[src/hdl/html_entity_decoder_unit_defines.svh]
// Assertion macros shared by the character reference decoder modules.
`ifndef HTML_ENTITY_DECODER_UNIT_DEFINES_SVH
`define HTML_ENTITY_DECODER_UNIT_DEFINES_SVH

`ifndef NO_ASSERTIONS

`define HED_ASSERT(label, clk, rst_n, prop, msg) \
  label: assert property (@(posedge clk) disable iff (!rst_n) (prop)) else $error(msg);

`define HED_ASSERT_IMP(label, clk, rst_n, ante, cons, msg) \
  label: assert property (@(posedge clk) disable iff (!rst_n) (ante) |-> (cons)) \
    else $error(msg);

`else

`define HED_ASSERT(label, clk, rst_n, prop, msg)

`define HED_ASSERT_IMP(label, clk, rst_n, ante, cons, msg)

`endif

`endif

[src/hdl/hed_pkg.sv]
// Shared types, constants and lookup functions of the character reference decoder.
`default_nettype none

package hed_pkg;

  localparam int HED_MAX_HELD = 16;

  localparam logic [7:0] CH_AMP  = 8'h26;
  localparam logic [7:0] CH_HASH = 8'h23;
  localparam logic [7:0] CH_SEMI = 8'h3B;
  localparam logic [7:0] CH_XLO  = 8'h78;
  localparam logic [7:0] CH_XUP  = 8'h58;

  localparam logic [20:0] CP_MAX     = 21'h10FFFF;
  localparam logic [20:0] CP_SUR_LO  = 21'h00D800;
  localparam logic [20:0] CP_SUR_HI  = 21'h00DFFF;
  localparam logic [20:0] CP_ONE_MAX = 21'h00007F;
  localparam logic [20:0] CP_TWO_MAX = 21'h0007FF;
  localparam logic [20:0] CP_THR_MAX = 21'h00FFFF;

  localparam logic [7:0] UTF_LEAD2 = 8'hC0;
  localparam logic [7:0] UTF_LEAD3 = 8'hE0;
  localparam logic [7:0] UTF_LEAD4 = 8'hF0;
  localparam logic [7:0] UTF_CONT  = 8'h80;

  localparam int NUM_NAMES = 6;

  typedef enum logic [2:0] {
    ACT_PASS  = 3'd0,
    ACT_HOLD  = 3'd1,
    ACT_NAMED = 3'd2,
    ACT_UTF8  = 3'd3,
    ACT_FAIL  = 3'd4,
    ACT_BARE  = 3'd5
  } act_e;

  typedef enum logic [2:0] {
    SEL_INPUT = 3'd0,
    SEL_NAMED = 3'd1,
    SEL_UTF   = 3'd2,
    SEL_HELD  = 3'd3,
    SEL_TAIL  = 3'd4,
    SEL_BARE  = 3'd5
  } sel_e;

  typedef struct packed {
    act_e act;
    logic out_free;
    logic flush_last;
    logic utf_last;
    logic tail_amp;
    logic tail_end;
  } dp_status_t;

  typedef struct packed {
    logic take;
    logic load;
    sel_e sel;
    logic last;
    logic tend;
    logic utf_adv;
    logic flush_adv;
    logic finish;
    logic restart;
  } dp_cmd_t;

  function automatic logic [2:0] name_size(input logic [2:0] k);
    logic [2:0] len;
    case (k)
      3'd0:    len = 3'd3;
      3'd1:    len = 3'd2;
      3'd2:    len = 3'd2;
      3'd3:    len = 3'd4;
      3'd4:    len = 3'd4;
      3'd5:    len = 3'd4;
      default: len = 3'd0;
    endcase
    return len;
  endfunction

  function automatic logic [7:0] name_result(input logic [2:0] k);
    logic [7:0] r;
    case (k)
      3'd0:    r = 8'h26;
      3'd1:    r = 8'h3C;
      3'd2:    r = 8'h3E;
      3'd3:    r = 8'h22;
      3'd4:    r = 8'h27;
      3'd5:    r = 8'h20;
      default: r = 8'h00;
    endcase
    return r;
  endfunction

  // Characters of amp, lt, gt, quot, apos and nbsp by name and position.
  function automatic logic [7:0] name_char(input logic [2:0] k, input logic [1:0] p);
    logic [31:0] txt;
    case (k)
      3'd0:    txt = 32'h00_70_6D_61;
      3'd1:    txt = 32'h00_00_74_6C;
      3'd2:    txt = 32'h00_00_74_67;
      3'd3:    txt = 32'h74_6F_75_71;
      3'd4:    txt = 32'h73_6F_70_61;
      3'd5:    txt = 32'h70_73_62_6E;
      default: txt = 32'h0;
    endcase
    return txt[{p, 3'b000} +: 8];
  endfunction

  // Returns the digit value in the low four bits and a valid flag on top.
  function automatic logic [4:0] digit_value(input logic [7:0] c, input logic hex);
    logic [4:0] d;
    d = 5'b0;
    if (c >= 8'h30 && c <= 8'h39) begin
      d = {1'b1, 4'(c - 8'h30)};
    end else if (hex && c >= 8'h61 && c <= 8'h66) begin
      d = {1'b1, 4'(c - 8'h57)};
    end else if (hex && c >= 8'h41 && c <= 8'h46) begin
      d = {1'b1, 4'(c - 8'h37)};
    end
    return d;
  endfunction

  function automatic logic [1:0] utf8_len(input logic [20:0] cp);
    logic [1:0] n;
    if (cp <= CP_ONE_MAX) begin
      n = 2'd0;
    end else if (cp <= CP_TWO_MAX) begin
      n = 2'd1;
    end else if (cp <= CP_THR_MAX) begin
      n = 2'd2;
    end else begin
      n = 2'd3;
    end
    return n;
  endfunction

  // Byte idx of the UTF-8 form of cp, where len is the byte count minus one.
  function automatic logic [7:0] utf8_byte(input logic [20:0] cp, input logic [1:0] len,
                                           input logic [1:0] idx);
    logic [7:0] b;
    b = 8'h00;
    case (len)
      2'd0: b = {1'b0, cp[6:0]};
      2'd1: begin
        case (idx)
          2'd0:    b = UTF_LEAD2 | {3'b0, cp[10:6]};
          default: b = UTF_CONT | {2'b0, cp[5:0]};
        endcase
      end
      2'd2: begin
        case (idx)
          2'd0:    b = UTF_LEAD3 | {4'b0, cp[15:12]};
          2'd1:    b = UTF_CONT | {2'b0, cp[11:6]};
          default: b = UTF_CONT | {2'b0, cp[5:0]};
        endcase
      end
      default: begin
        case (idx)
          2'd0:    b = UTF_LEAD4 | {5'b0, cp[20:18]};
          2'd1:    b = UTF_CONT | {2'b0, cp[17:12]};
          2'd2:    b = UTF_CONT | {2'b0, cp[11:6]};
          default: b = UTF_CONT | {2'b0, cp[5:0]};
        endcase
      end
    endcase
    return b;
  endfunction

endpackage

`default_nettype wire

[src/hdl/html_entity_decoder_unit.sv]
// Top level of the streaming HTML character reference decoder.
//
// The slave channel takes one text byte per beat in tdata; a beat with tlast high is
// an end-of-text marker whose data is ignored. Each beat yields zero or more master
// beats carrying one output byte each; tlast marks the last beat caused by an input
// beat, tuser[0] says the byte is real (low only for an end marker with nothing
// held) and tuser[1] marks the final beat of the text.
// Plain bytes and the first byte of a reference are accepted in the run state, so text
// without references streams at one byte per cycle through the output register while
// the receiver does not stall. A completed named reference loads its result on the
// ';' beat; a numeric one accepts the ';' and then emits its UTF-8 bytes (1 to 4). A
// failed reference accepts the failing beat, then replays its N held bytes from the
// held byte memory at one per cycle while the receiver does not stall, and last the
// failing byte when it is passed through.
// After reset the decoder is idle with nothing held. When the receiver stalls, the
// output register holds its beat and no input is accepted until it can be loaded.
`default_nettype none

module html_entity_decoder_unit import hed_pkg::*; #(
  parameter int MAX_HELD = HED_MAX_HELD
) (
  input  wire logic       clk_i,
  input  wire logic       rst_ni,
  input  wire logic       s_axis_tvalid,
  output logic            s_axis_tready,
  input  wire logic [7:0] s_axis_tdata,   // [7:0] text_byte
  input  wire logic       s_axis_tlast,   // end_mark
  output logic            m_axis_tvalid,
  input  wire logic       m_axis_tready,
  output logic [7:0]      m_axis_tdata,   // [7:0] out_byte
  output logic [1:0]      m_axis_tuser,   // [0] byte_valid, [1] text_end
  output logic            m_axis_tlast    // run_last
);

  dp_status_t status;
  dp_cmd_t    cmd;
  logic       bvalid, tend;

  hed_ctrl u_ctrl (
    .clk_i      (clk_i),
    .rst_ni     (rst_ni),
    .in_valid_i (s_axis_tvalid),
    .in_ready_o (s_axis_tready),
    .status_i   (status),
    .cmd_o      (cmd)
  );

  hed_datapath #(
    .MAX_HELD (MAX_HELD)
  ) u_datapath (
    .clk_i        (clk_i),
    .rst_ni       (rst_ni),
    .in_byte_i    (s_axis_tdata),
    .in_end_i     (s_axis_tlast),
    .cmd_i        (cmd),
    .status_o     (status),
    .out_ready_i  (m_axis_tready),
    .out_valid_o  (m_axis_tvalid),
    .out_byte_o   (m_axis_tdata),
    .out_bvalid_o (bvalid),
    .out_last_o   (m_axis_tlast),
    .out_end_o    (tend)
  );

  assign m_axis_tuser = {tend, bvalid};

endmodule

`default_nettype wire

[src/hdl/hed_datapath.sv]
// Datapath of the decoder: parse state, held byte memory, UTF-8 encoder and output register.
`default_nettype none
`include "html_entity_decoder_unit_defines.svh"

module hed_datapath import hed_pkg::*; #(
  parameter int MAX_HELD = HED_MAX_HELD
) (
  input  wire logic       clk_i,
  input  wire logic       rst_ni,
  input  wire logic [7:0] in_byte_i,
  input  wire logic       in_end_i,
  input  wire dp_cmd_t    cmd_i,
  output dp_status_t      status_o,
  input  wire logic       out_ready_i,
  output logic            out_valid_o,
  output logic [7:0]      out_byte_o,
  output logic            out_bvalid_o,
  output logic            out_last_o,
  output logic            out_end_o
);

  localparam int CW = $clog2(MAX_HELD + 1);
  localparam int IW = $clog2(MAX_HELD);

  typedef enum logic [4:0] {
    M_IDLE     = 5'b00001,
    M_NAME     = 5'b00010,
    M_NUMSTART = 5'b00100,
    M_DEC      = 5'b01000,
    M_HEX      = 5'b10000
  } mode_e;

  mode_e                     mode_q, mode_n;
  logic [CW-1:0]             count_q;
  logic [20:0]               code_q, code_n;
  logic                      digit_q, digit_n;
  logic [NUM_NAMES-1:0]      cand_q, cand_n;
  logic [CW-1:0]             ptr_q;
  logic [1:0]                uidx_q, ulen_q;
  logic [7:0]                tail_byte_q;
  logic                      tail_end_q;
  logic [7:0]                mem [MAX_HELD];
  logic [7:0]                rd_data_q;

  act_e                      act;
  logic [7:0]                named_res;
  logic [CW-1:0]             pos;
  logic                      hold_ok;
  logic                      is_hex;
  logic [4:0]                dig;
  logic [24:0]               scaled;
  logic [24:0]               next_val;
  logic                      surrogate;
  logic                      named_hit;
  logic [NUM_NAMES-1:0]      keep;
  act_e                      num_act;

  logic                      we;
  logic [IW-1:0]             waddr;
  logic [7:0]                wdata;
  logic [CW-1:0]             raddr_full;

  logic                      out_valid_q;
  logic [7:0]                out_byte_q;
  logic                      out_bvalid_q, out_last_q, out_end_q;
  logic [7:0]                sel_byte;

  assign pos       = count_q - 1'b1;
  assign hold_ok   = count_q < CW'(MAX_HELD);
  assign is_hex    = (mode_q == M_HEX);
  assign dig       = digit_value(in_byte_i, is_hex);
  assign scaled    = is_hex ? {code_q, 4'b0000}
                            : ({1'b0, code_q, 3'b000} + {3'b000, code_q, 1'b0});
  assign next_val  = scaled + {21'b0, dig[3:0]};
  assign surrogate = (code_q >= CP_SUR_LO) && (code_q <= CP_SUR_HI);

  always_comb begin
    keep      = '0;
    named_hit = 1'b0;
    named_res = 8'h00;
    for (int k = NUM_NAMES - 1; k >= 0; k--) begin
      if (cand_q[k]) begin
        if (pos == CW'(name_size(3'(k)))) begin
          named_hit = 1'b1;
          named_res = name_result(3'(k));
        end
        if (pos < CW'(name_size(3'(k))) && name_char(3'(k), pos[1:0]) == in_byte_i) begin
          keep[k] = 1'b1;
        end
      end
    end
  end

  always_comb begin
    num_act = ACT_FAIL;
    if (in_byte_i == CH_SEMI) begin
      num_act = (digit_q && !surrogate) ? ACT_UTF8 : ACT_FAIL;
    end else if (dig[4] && next_val <= {4'b0, CP_MAX} && hold_ok) begin
      num_act = ACT_HOLD;
    end
  end

  always_comb begin
    act     = ACT_FAIL;
    mode_n  = mode_q;
    cand_n  = cand_q;
    code_n  = code_q;
    digit_n = digit_q;
    if (in_end_i) begin
      act = (count_q == '0) ? ACT_BARE : ACT_FAIL;
    end else begin
      case (mode_q)
        M_NAME: begin
          if (pos == '0 && in_byte_i == CH_HASH) begin
            act    = hold_ok ? ACT_HOLD : ACT_FAIL;
            mode_n = M_NUMSTART;
          end else if (in_byte_i == CH_SEMI) begin
            act = named_hit ? ACT_NAMED : ACT_FAIL;
          end else begin
            act    = (keep != '0 && hold_ok) ? ACT_HOLD : ACT_FAIL;
            cand_n = keep;
          end
        end
        M_NUMSTART: begin
          if (in_byte_i == CH_XLO || in_byte_i == CH_XUP) begin
            act    = hold_ok ? ACT_HOLD : ACT_FAIL;
            mode_n = M_HEX;
          end else begin
            act     = num_act;
            mode_n  = M_DEC;
            code_n  = next_val[20:0];
            digit_n = 1'b1;
          end
        end
        M_DEC, M_HEX: begin
          act     = num_act;
          code_n  = next_val[20:0];
          digit_n = 1'b1;
        end
        default: begin
          if (in_byte_i == CH_AMP) begin
            act     = ACT_HOLD;
            mode_n  = M_NAME;
            cand_n  = '1;
            code_n  = '0;
            digit_n = 1'b0;
          end else begin
            act = ACT_PASS;
          end
        end
      endcase
    end
  end

  always_ff @(posedge clk_i or negedge rst_ni) begin
    if (!rst_ni) begin
      mode_q  <= M_IDLE;
      count_q <= '0;
      code_q  <= '0;
      digit_q <= 1'b0;
      cand_q  <= '1;
      ptr_q   <= '0;
      uidx_q  <= '0;
    end else begin
      if (cmd_i.finish) begin
        mode_q  <= cmd_i.restart ? M_NAME : M_IDLE;
        count_q <= cmd_i.restart ? CW'(1) : '0;
        code_q  <= '0;
        digit_q <= 1'b0;
        cand_q  <= '1;
        ptr_q   <= '0;
        uidx_q  <= '0;
      end else begin
        if (cmd_i.take && act == ACT_HOLD) begin
          mode_q  <= mode_n;
          count_q <= count_q + 1'b1;
          code_q  <= code_n;
          digit_q <= digit_n;
          cand_q  <= cand_n;
        end else if (cmd_i.take && act == ACT_NAMED) begin
          mode_q  <= M_IDLE;
          count_q <= '0;
          code_q  <= '0;
          digit_q <= 1'b0;
          cand_q  <= '1;
        end
        if (cmd_i.utf_adv) begin
          uidx_q <= uidx_q + 1'b1;
        end
        if (cmd_i.flush_adv) begin
          ptr_q <= ptr_q + 1'b1;
        end
      end
    end
  end

  always_ff @(posedge clk_i) begin
    if (cmd_i.take && act == ACT_UTF8) begin
      ulen_q <= utf8_len(code_q);
    end
    if (cmd_i.take && act == ACT_FAIL) begin
      tail_byte_q <= in_byte_i;
      tail_end_q  <= in_end_i;
    end
  end

  always_comb begin
    we    = (cmd_i.take && act == ACT_HOLD) || cmd_i.restart;
    waddr = cmd_i.restart ? '0 : count_q[IW-1:0];
    wdata = cmd_i.restart ? CH_AMP : in_byte_i;
  end

  assign raddr_full = cmd_i.flush_adv ? ptr_q + 1'b1 : ptr_q;

  always_ff @(posedge clk_i) begin
    if (we) begin
      mem[waddr] <= wdata;
    end
    rd_data_q <= mem[raddr_full[IW-1:0]];
  end

  always_comb begin
    case (cmd_i.sel)
      SEL_INPUT: sel_byte = in_byte_i;
      SEL_NAMED: sel_byte = named_res;
      SEL_UTF:   sel_byte = utf8_byte(code_q, ulen_q, uidx_q);
      SEL_HELD:  sel_byte = rd_data_q;
      SEL_TAIL:  sel_byte = tail_byte_q;
      default:   sel_byte = 8'h00;
    endcase
  end

  always_ff @(posedge clk_i or negedge rst_ni) begin
    if (!rst_ni) begin
      out_valid_q <= 1'b0;
    end else if (cmd_i.load) begin
      out_valid_q <= 1'b1;
    end else if (out_ready_i) begin
      out_valid_q <= 1'b0;
    end
  end

  always_ff @(posedge clk_i) begin
    if (cmd_i.load) begin
      out_byte_q   <= sel_byte;
      out_bvalid_q <= (cmd_i.sel != SEL_BARE);
      out_last_q   <= cmd_i.last;
      out_end_q    <= cmd_i.tend;
    end
  end

  assign out_valid_o  = out_valid_q;
  assign out_byte_o   = out_byte_q;
  assign out_bvalid_o = out_bvalid_q;
  assign out_last_o   = out_last_q;
  assign out_end_o    = out_end_q;

  always_comb begin
    status_o.act        = act;
    status_o.out_free   = !out_valid_q || out_ready_i;
    status_o.flush_last = (ptr_q + 1'b1) == count_q;
    status_o.utf_last   = (uidx_q == ulen_q);
    status_o.tail_amp   = (tail_byte_q == CH_AMP);
    status_o.tail_end   = tail_end_q;
  end

  `HED_ASSERT(a_count_bound, clk_i, rst_ni, count_q <= CW'(MAX_HELD), "held count above bound")
  `HED_ASSERT(a_idle_empty, clk_i, rst_ni, (count_q == '0) == (mode_q == M_IDLE), "idle mismatch")
  `HED_ASSERT_IMP(a_flush_range, clk_i, rst_ni, cmd_i.flush_adv, ptr_q < count_q, "replay past end")

endmodule

`default_nettype wire

[src/hdl/hed_ctrl.sv]
// Controller state machine that sequences acceptance, UTF-8 emission and held byte replay.
`default_nettype none
`include "html_entity_decoder_unit_defines.svh"

module hed_ctrl import hed_pkg::*; (
  input  wire logic       clk_i,
  input  wire logic       rst_ni,
  input  wire logic       in_valid_i,
  output logic            in_ready_o,
  input  wire dp_status_t status_i,
  output dp_cmd_t         cmd_o
);

  typedef enum logic [3:0] {
    ST_RUN   = 4'b0001,
    ST_UTF   = 4'b0010,
    ST_FLUSH = 4'b0100,
    ST_TAIL  = 4'b1000
  } state_e;

  state_e state_q, state_d;
  logic   in_fire;

  assign in_fire = in_valid_i && in_ready_o;

  always_comb begin
    state_d           = state_q;
    in_ready_o        = 1'b0;
    cmd_o.take        = 1'b0;
    cmd_o.load        = 1'b0;
    cmd_o.sel         = SEL_INPUT;
    cmd_o.last        = 1'b0;
    cmd_o.tend        = 1'b0;
    cmd_o.utf_adv     = 1'b0;
    cmd_o.flush_adv   = 1'b0;
    cmd_o.finish      = 1'b0;
    cmd_o.restart     = 1'b0;
    case (state_q)
      ST_RUN: begin
        in_ready_o = status_i.out_free;
        if (in_valid_i && status_i.out_free) begin
          cmd_o.take = 1'b1;
          case (status_i.act)
            ACT_PASS: begin
              cmd_o.load = 1'b1;
              cmd_o.sel  = SEL_INPUT;
              cmd_o.last = 1'b1;
            end
            ACT_NAMED: begin
              cmd_o.load = 1'b1;
              cmd_o.sel  = SEL_NAMED;
              cmd_o.last = 1'b1;
            end
            ACT_BARE: begin
              cmd_o.load = 1'b1;
              cmd_o.sel  = SEL_BARE;
              cmd_o.last = 1'b1;
              cmd_o.tend = 1'b1;
            end
            ACT_UTF8: state_d = ST_UTF;
            ACT_FAIL: state_d = ST_FLUSH;
            default: ;
          endcase
        end
      end
      ST_UTF: begin
        if (status_i.out_free) begin
          cmd_o.load    = 1'b1;
          cmd_o.sel     = SEL_UTF;
          cmd_o.last    = status_i.utf_last;
          cmd_o.utf_adv = 1'b1;
          if (status_i.utf_last) begin
            cmd_o.finish = 1'b1;
            state_d      = ST_RUN;
          end
        end
      end
      ST_FLUSH: begin
        if (status_i.out_free) begin
          cmd_o.load      = 1'b1;
          cmd_o.sel       = SEL_HELD;
          cmd_o.flush_adv = 1'b1;
          if (status_i.flush_last) begin
            cmd_o.finish  = 1'b1;
            cmd_o.last    = status_i.tail_end || status_i.tail_amp;
            cmd_o.tend    = status_i.tail_end;
            cmd_o.restart = status_i.tail_amp && !status_i.tail_end;
            state_d       = (status_i.tail_end || status_i.tail_amp) ? ST_RUN : ST_TAIL;
          end
        end
      end
      ST_TAIL: begin
        if (status_i.out_free) begin
          cmd_o.load = 1'b1;
          cmd_o.sel  = SEL_TAIL;
          cmd_o.last = 1'b1;
          state_d    = ST_RUN;
        end
      end
      default: state_d = ST_RUN;
    endcase
  end

  always_ff @(posedge clk_i or negedge rst_ni) begin
    if (!rst_ni) begin
      state_q <= ST_RUN;
    end else begin
      state_q <= state_d;
    end
  end

  `HED_ASSERT_IMP(a_run_load, clk_i, rst_ni, state_q == ST_RUN && cmd_o.load, in_fire, "beat loaded without an accepted item")
  `HED_ASSERT_IMP(a_finish_beat, clk_i, rst_ni, cmd_o.finish, cmd_o.load && (cmd_o.utf_adv || cmd_o.flush_adv), "sequence finished without a beat")
  `HED_ASSERT_IMP(a_ready_run, clk_i, rst_ni, in_ready_o, state_q == ST_RUN && status_i.out_free, "input ready outside the accept state")

endmodule

`default_nettype wire
[config.mk]
export PLATFORM = sky130hd
export DESIGN_NAME = html_entity_decoder_unit
export DESIGN_NICKNAME = d
export VERILOG_FILES = /design/src/hdl/hed_pkg.sv /design/src/hdl/html_entity_decoder_unit.sv /design/src/hdl/hed_datapath.sv /design/src/hdl/hed_ctrl.sv
export VERILOG_INCLUDE_DIRS = /design/src /design/src/hdl
export SDC_FILE = /design/constraint.sdc
export NUM_CORES = 1
export LEC_CHECK = 0
export BUFFER_PORTS_ARGS = -buffer_cell sky130_fd_sc_hd__buf_2
export CORE_ASPECT_RATIO = 1.5
export CORE_UTILIZATION = 47
export CTS_CLUSTER_DIAMETER = 80
export DETAILED_ROUTE_END_ITERATION = 12
export PLACE_DENSITY = 0.6
export SLEW_MARGIN = 30
export SYNTH_ARGS = -nofsm -noshare
export SYNTH_HDL_FRONTEND = slang
export SYNTH_SLANG_ARGS = --single-unit
export TNS_END_PERCENT = 5
[constraint.sdc]
create_clock -name clk_i -period 10.35 [get_ports clk_i]
set_input_delay 1.035 -clock clk_i [delete_from_list [all_inputs] [get_ports clk_i]]
set_output_delay 1.035 -clock clk_i [all_outputs]
set_load 0.02 [all_outputs]
## Yosys cells after proc, flatten, opt, wreduce, memory -nomap -nowiden

Memory sizes are Yosys's and may differ from the RTL's. A register that Yosys moved wholly into a read port is not among the register bits.
Cells that the tools add are included.

- Memory bits (writable): 128
- Memories kept: 1
- Word-level logic and storage cells: 307
- Input bits: 13
- Flip-flop bits (word level): 72

- Magnitude comparators: 19
- Mux-type cells: 146
- Reductions and logical operators: 48
- Add/subtract/negate cells: 9
- Shifts and indexed selects: 6
- Eq/ne operators: 60

Memories:

| name | words | bits a word | read ports | clocked after memory_dff | write ports | line | source |
|---|---|---|---|---|---|---|---|
| u_datapath.mem | 16 | 8 | 1 | 1 | 1 | hed_datapath.sv:42 | `logic [7:0] mem [MAX_HELD];` |

Operator list:

| cell | number |
|---|---|
| $mux W32 | 6 |
| $shiftx A32 B6 Y8 | 6 |
| $mux W21 | 6 |
| $mux W8 | 11 |
| $mux W5 | 17 |
| $pmux W21 S3 | 1 |
| $mux W6 | 10 |
| $mux W3 | 17 |
| $eq A8 B8 Y1 | 6 |
| $mux W1 | 48 |
| $le A21 B16 Y1 const B | 2 |
| $pmux W8 S5 | 1 |
| $eq A8 B6 Y1 const B | 4 |
| $mux W4 | 8 |
| $eq A5 B3 Y1 | 6 |
| $lt A5 B3 Y1 | 6 |
| $pmux W5 S3 | 2 |
| $add A24 B22 Y25 | 1 |
| $add A25 B4 Y25 | 1 |
| $le A25 B21 Y1 const B | 1 |
| $mux W25 | 1 |
| $pmux W8 S3 | 1 |
| $logic_and A1 B1 Y1 | 23 |
| $ge A21 B16 Y1 const B | 1 |
| 58 further kinds | 102 |

## Depth between registers and ports, before layout

- Depth after elaboration: 27
- Mapped depth: 22
- Mapped depth without buffers: 19

## Hierarchy

Synthesis repeated with hierarchy kept, for this count alone.

- Cell total of the unflattened synthesis: 1117
- Area, all modules: 12464.5 sq um

By module, submodules not included:

| module | sequential area each (sq um) | cells each | area an instance (sq um) | times used |
|---|---|---|---|---|
| hed_datapath | 5824.3 | 1052 | 11981.5 | 1 |
| hed_ctrl | 101.3 | 63 | 467.9 | 1 |
| html_entity_decoder_unit | 0.0 | 2 | 15.0 | 1 |

## Worst setup path before layout

OpenSTA, ideal clock, no wires.

- Kind: input to register
- From: in s_axis_tdata[0]
- To: mem u_datapath.mem[12][0] (enable)
- Buffers on the path: 3
- Setup time: 0.383 ns
- Path slack: 4.144 ns
- Cell stages on the path: 22
- Data arrival time: 5.822 ns
- Data required time: 9.967 ns
- Cell sequence: clkbuf_1 -> inv_1 -> ha_1 -> nor3b_1 -> nor3_1 -> a22o_1 -> ha_1 -> inv_1 -> fa_1 -> inv_1 -> a21oi_1 -> or4_1 -> buf_2 -> nor4_4 -> o2111ai_1 -> a2111o_1 -> a21oi_2 -> o221a_4 -> o21a_4 -> buf_4 -> nand3_2 -> nor3_1

- Cells in the longest elaborated chain, start to end: 20
- Elaborated cells between the ends (all ways): 68
- Those cells by class: add/sub: 4; order compare: 7; eq/ne: 12; mux: 26; reduce/logical: 19

RTL lines:

| element | line | source |
|---|---|---|
| start, declared | html_entity_decoder_unit.sv:26 | `input wire logic [7:0] s_axis_tdata,` |
| $ge A8 B7 Y1 | hed_pkg.sv:118 | `end else if (hex && c >= 8'h41 && c <= 8'h46) begin` |
| $logic_and A1 B1 Y1 (2 in series) | hed_pkg.sv:118 |  |
| $mux W5 | hed_pkg.sv:118 |  |
| $mux W5 | hed_pkg.sv:116 | `end else if (hex && c >= 8'h61 && c <= 8'h66) begin` |
| $mux W5 | hed_pkg.sv:114 | `if (c >= 8'h30 && c <= 8'h39) begin` |
| $add A25 B4 Y25 | hed_datapath.sv:74 | `assign next_val = scaled + {21'b0, dig[3:0]};` |
| $le A25 B21 Y1 | hed_datapath.sv:98 | `end else if (dig[4] && next_val <= {4'b0, CP_MAX} && hold_ok) begin` |
| $logic_and A1 B1 Y1 (2 in series) | hed_datapath.sv:98 |  |
| [2 not listed] | - |  |
| $mux W3 | hed_datapath.sv:125 | `if (in_byte_i == CH_XLO \|\| in_byte_i == CH_XUP) begin` |
| $pmux W3 S3 (*) | hed_datapath.sv:112 | `case (mode_q)` |
| $mux W3 (*) | hed_datapath.sv:109 | `if (in_end_i) begin` |
| $eq A3 B1 Y1 (*) | hed_datapath.sv:208 | `we = (cmd_i.take && act == ACT_HOLD) \|\| cmd_i.restart;` |
| $logic_and A1 B1 Y1 (*) | hed_datapath.sv:208 |  |
| $logic_or A1 B1 Y1 (*) | hed_datapath.sv:208 |  |
| $mux W1 (*) | hed_datapath.sv:216 | `if (we) begin` |
| $mux W1 (not written as such) (*) | hed_datapath.sv:217 | `mem[waddr] <= wdata;` |
| end, declared | hed_datapath.sv:42 |  |

Every way passes the cells marked *; elsewhere a longest branch is shown, timed or not.

## Final worst setup path

- From: in s_axis_tdata[0]
- To: mem u_datapath.mem[10][0] (enable)

Same word-level chain as after synthesis.

==> flow_summary_export.csv <==
group,metric,value,unit
timing,final.setup.tns,0,ns
synthesis,ys_async_sr_fraction,0.240,
critical_path,cp_cell_sequence,"buf_2 > inv_1 > ha_1 > nor3b_1 > nor3_1 > a22o_1 > ha_1 > inv_1 > fa_1 > inv_1 > a21oi_1 > or4_1 > nor4_4 > o2111ai_1 > a2111o_1 > a21oi_2 > o221a_4 > o21a_4 > nand2_1 > nor2_1",
synthesis,synth-adder-area-share,0.0426,
synthesis,synth_compound_area_frac,0.147,
place,dp_hpwl,24.8,mm
clock_tree,root_buffer,"clkbuf_16",
global_route,grt_use_total,0.264,
place,gp_congestion,0.905,
timing,hold_viol_final,0,
detailed_routing,drt_iter0_drc,577,
critical_path,r2r-start,"u_datapath.mode_q[3]",
synthesis,synth_area_leaders,"edfxtp_1 37%, dfrtp_1 8.7%, mux2i_1 7.0%, ha_1 3.9%, mux4_2 3.0%",
place,dp.cells,1391,
critical_path,cp-startpoint,"s_axis_tdata[0]",
clock_tree,cts_tree,"yes",
power_and_ir_drop,switching_share,0.335,
timing,maxSlewHeadroom,0.444,
power_and_ir_drop,p_switching,900,uW
global_route,grt_pass1_vias,8922,
die,die_area,26400,sq um
global_route,grt_overflow,0,
place,numPortBuffers,25,
synthesis,yosysMostFrequentCell,"edfxtp_1",
critical_path,reg2reg_to,"u_datapath.mem[10][0]",
clock_tree,cts.clk_slew.worst_paths,0.06,ns
critical_path,max_stage_delay,0.60,ns
synthesis,synth_top_area_frac,0.373,
detailed_routing,route.detailed.drc,0,
critical_path,cp_max_fo,15,
timing,hold_slack,0.488,ns
power_and_ir_drop,combPwrFrac,0.318,
power_and_ir_drop,p_leak,0.00529,uW
critical_path,slowest_stage,"nor2_1",
global_route,grt_pass1_wl,52.4,mm
finish,drive_gt1_frac,0.124,
synthesis,synth_area,12100,sq um
worst_hold_path,worstHoldPathType,"reg2reg",
die,die_h,198,um
synthesis,ys_types,92,
synthesis,yosysWarnings,0,
synthesis,synth_simple_gate_area_frac,0.155,
detailed_routing,wl_per_cell,23.4,um
finish,fin_cells,1433,
critical_path,endpoint,"u_datapath.mem[10][0]",
timing,finalMaxSlewViolations,0,
clock_tree,cts_made_buffers,22,
synthesis,synth_xor_area_frac,0.0370,
finish,nFillCells,2239,
finish,final_cell_area,13300,sq um
clock_tree,ctsHoldBuffers,0,
detailed_routing,routed_via_density,6.22,
critical_path,crit_type,"in2reg",
die,rows,71,
detailed_routing,drt-pass1-iter-count,5,
critical_path,r2r_slack,4.38,ns
synthesis,yosys.area.top_type,"edfxtp_1",
power_and_ir_drop,internal-power,1780,uW
clock_tree,clkLatencyLatePin,0.54,ns
critical_path,cpMostUsedCell,"inv_1",
synthesis,synth_commonest_cells,"150 x edfxtp_1, 92 x nand2_1, 84 x mux2i_1",
power_and_ir_drop,p_clk_frac,0.291,
timing,tightest_slew,0.824,ns
synthesis,synthFlopType,"edfxtp_1",
global_route,antenna_found_initial,2,
global_route,grt_max_degree,51,
finish,syn_to_final_growth,9.68,%
die,start_util,0.481,
run,maxCapViolCount,0,
power_and_ir_drop,peakVddDrop,0.254,mV
synthesis,syn_area_per_cell,11.2,sq um
synthesis,syn_nets,1133,
timing,period_share,0.594,
synthesis,synthMuxAreaShare,0.101,
synthesis,synth_top_family_by_area,"simple AND/OR/NAND/NOR gates",
critical_path,cp.arrival,6.29,ns
die,die_x,133,um
timing,grt_setup_unrepaired,"false",
die,core_area,25100,sq um
power_and_ir_drop,seqPwrFrac,0.391,
clock_tree,cts_buffer_depth,3,
synthesis,ys_seq_elements,208,
place,placed_area,12500,sq um
timing,fmax,163,MHz
power_and_ir_drop,power.total,2680,uW
synthesis,yosysSeqAreaShare,0.490,
clock_tree,cts-htree-levels,1,
status,status,"completed",
detailed_routing,final_antenna_net_count,0,
timing,fin_crit,6.15,ns
critical_path,crit_required,10.49,ns
clock_tree,cts_resized,0,
synthesis,synthCells,1080,
critical_path,end_kind,"register",
clock_tree,numClockSinks,208,
finish,fin_nets,1141,
timing,finalClockSkew,0.0347,ns
critical_path,r2r_cells,18,
detailed_routing,routed_wl,33.6,mm
die,io_pins,26,
synthesis,synth_edf_count,150,
timing,setup_viol,0,
detailed_routing,route.vias.total,8909,
clock_tree,post-cts-setup-buffer-count,0,
critical_path,cp-start-kind,"primary input",
power_and_ir_drop,power_density,202,nW/um^2
==> layout by cell type (no fill, tap or decap), drive strengths merged, types with 17 or more instances in the layout <==
cell type / netlist / routed
a21o: 18 / 18
clkbuf: 41 / 25
o21ai: 39 / 39
inv: 29 / 31
ha: 38 / 38
nor3: 32 / 32
mux2i: 84 / 84
xnor2: 28 / 28
nor2: 78 / 78
edfxtp: 150 / 150
dfrtp: 42 / 42
a22o: 17 / 17
buf: 11 / 36
nand2: 92 / 92
nand3: 32 / 32
a21oi: 38 / 38
xor2: 23 / 23
==> worst min-delay path by stage <==
stage,slack [ns],end,depth (start not counted),start
after floorplan,0.45,u_datapath.digit_q,1,u_datapath.digit_q
after detailed placement,0.47,u_datapath.digit_q,1,u_datapath.digit_q
after CTS,0.48,u_datapath.digit_q,1,u_datapath.digit_q
final,0.49,u_datapath.digit_q,1,u_datapath.digit_q
after global placement,0.46,u_datapath.digit_q,1,u_datapath.digit_q
after global routing,0.52,u_datapath.digit_q,1,u_datapath.digit_q
==> sequential cells by signal, indices dropped and copies added (netlist names), 4 cells and up <==
name / cells
u_ctrl.state_q: 4
u_datapath.cand_q: 6
u_datapath.code_q: 21
u_datapath.count_q: 5
u_datapath.mem: 128
u_datapath.mode_q: 5
u_datapath.out_byte_o: 8
u_datapath.ptr_q: 5
u_datapath.rd_data_q: 8
u_datapath.tail_byte_q: 8
==> per-stage QoR <==
step / utilization / setup WS [ns]
after floorplan: - / 4.14
final: 0.527 / 4.20
after detailed placement: 0.497 / 3.44
after global placement: 0.497 / 3.65
after global routing: 0.527 / 3.83
after CTS: 0.526 / 3.99
==> cell families after synthesis <==
group / count (synthesis)
and+or+nand+nor: 358
AOI/OAI and AO/OA: 240
DFF: 208
muxes: 102
buffers and inverters: 81
xor gates and xnor gates: 51
adders and majority gates: 40
==> critical path, delay by kind of cell <==
kind	cells	cell delay (ns)
AND/OR/NAND/NOR	6	2.18
AO/OA/AOI/OAI	7	1.69
adder cells (fa/ha/maj)	3	0.81
buffers and inverters	4	0.56
==> layer usage <==
layer / up-vias / track usage / share of wire
li1: 4159 / - / -
met1: 4410 / 0.278 / 0.36
met2: 245 / 0.503 / 0.55
met3: 93 / 0.0321 / 0.038
met4: 2 / 0.146 / 0.055
met5: - / 0 / 0.00045
==> layout make-up <==
class | count | area (sq um) | share of cell area
repair buffers | 36 | 215 | 0.0162
flip-flops and latches | 208 | 5930 | 0.447
multi-input cells | 791 | 5880 | 0.443
inverters | 29 | 109 | 0.00821
diodes | 1 | 2.50 | 0.000189
clock inverters | 15 | 156 | 0.0118
well taps | 328 | 410 | 0.0310
clock buffers | 25 | 562 | 0.0424
==> power groups by stage <==
stage,clock (uW),combinational (uW),sequential (uW)
after global placement,0,846,1060
after floorplan,0,625,1040
final,782,853,1050
after global routing,834,913,1060
after detailed placement,0,848,1060
after CTS,801,849,1050
Power figures use the tool's default switching activity.
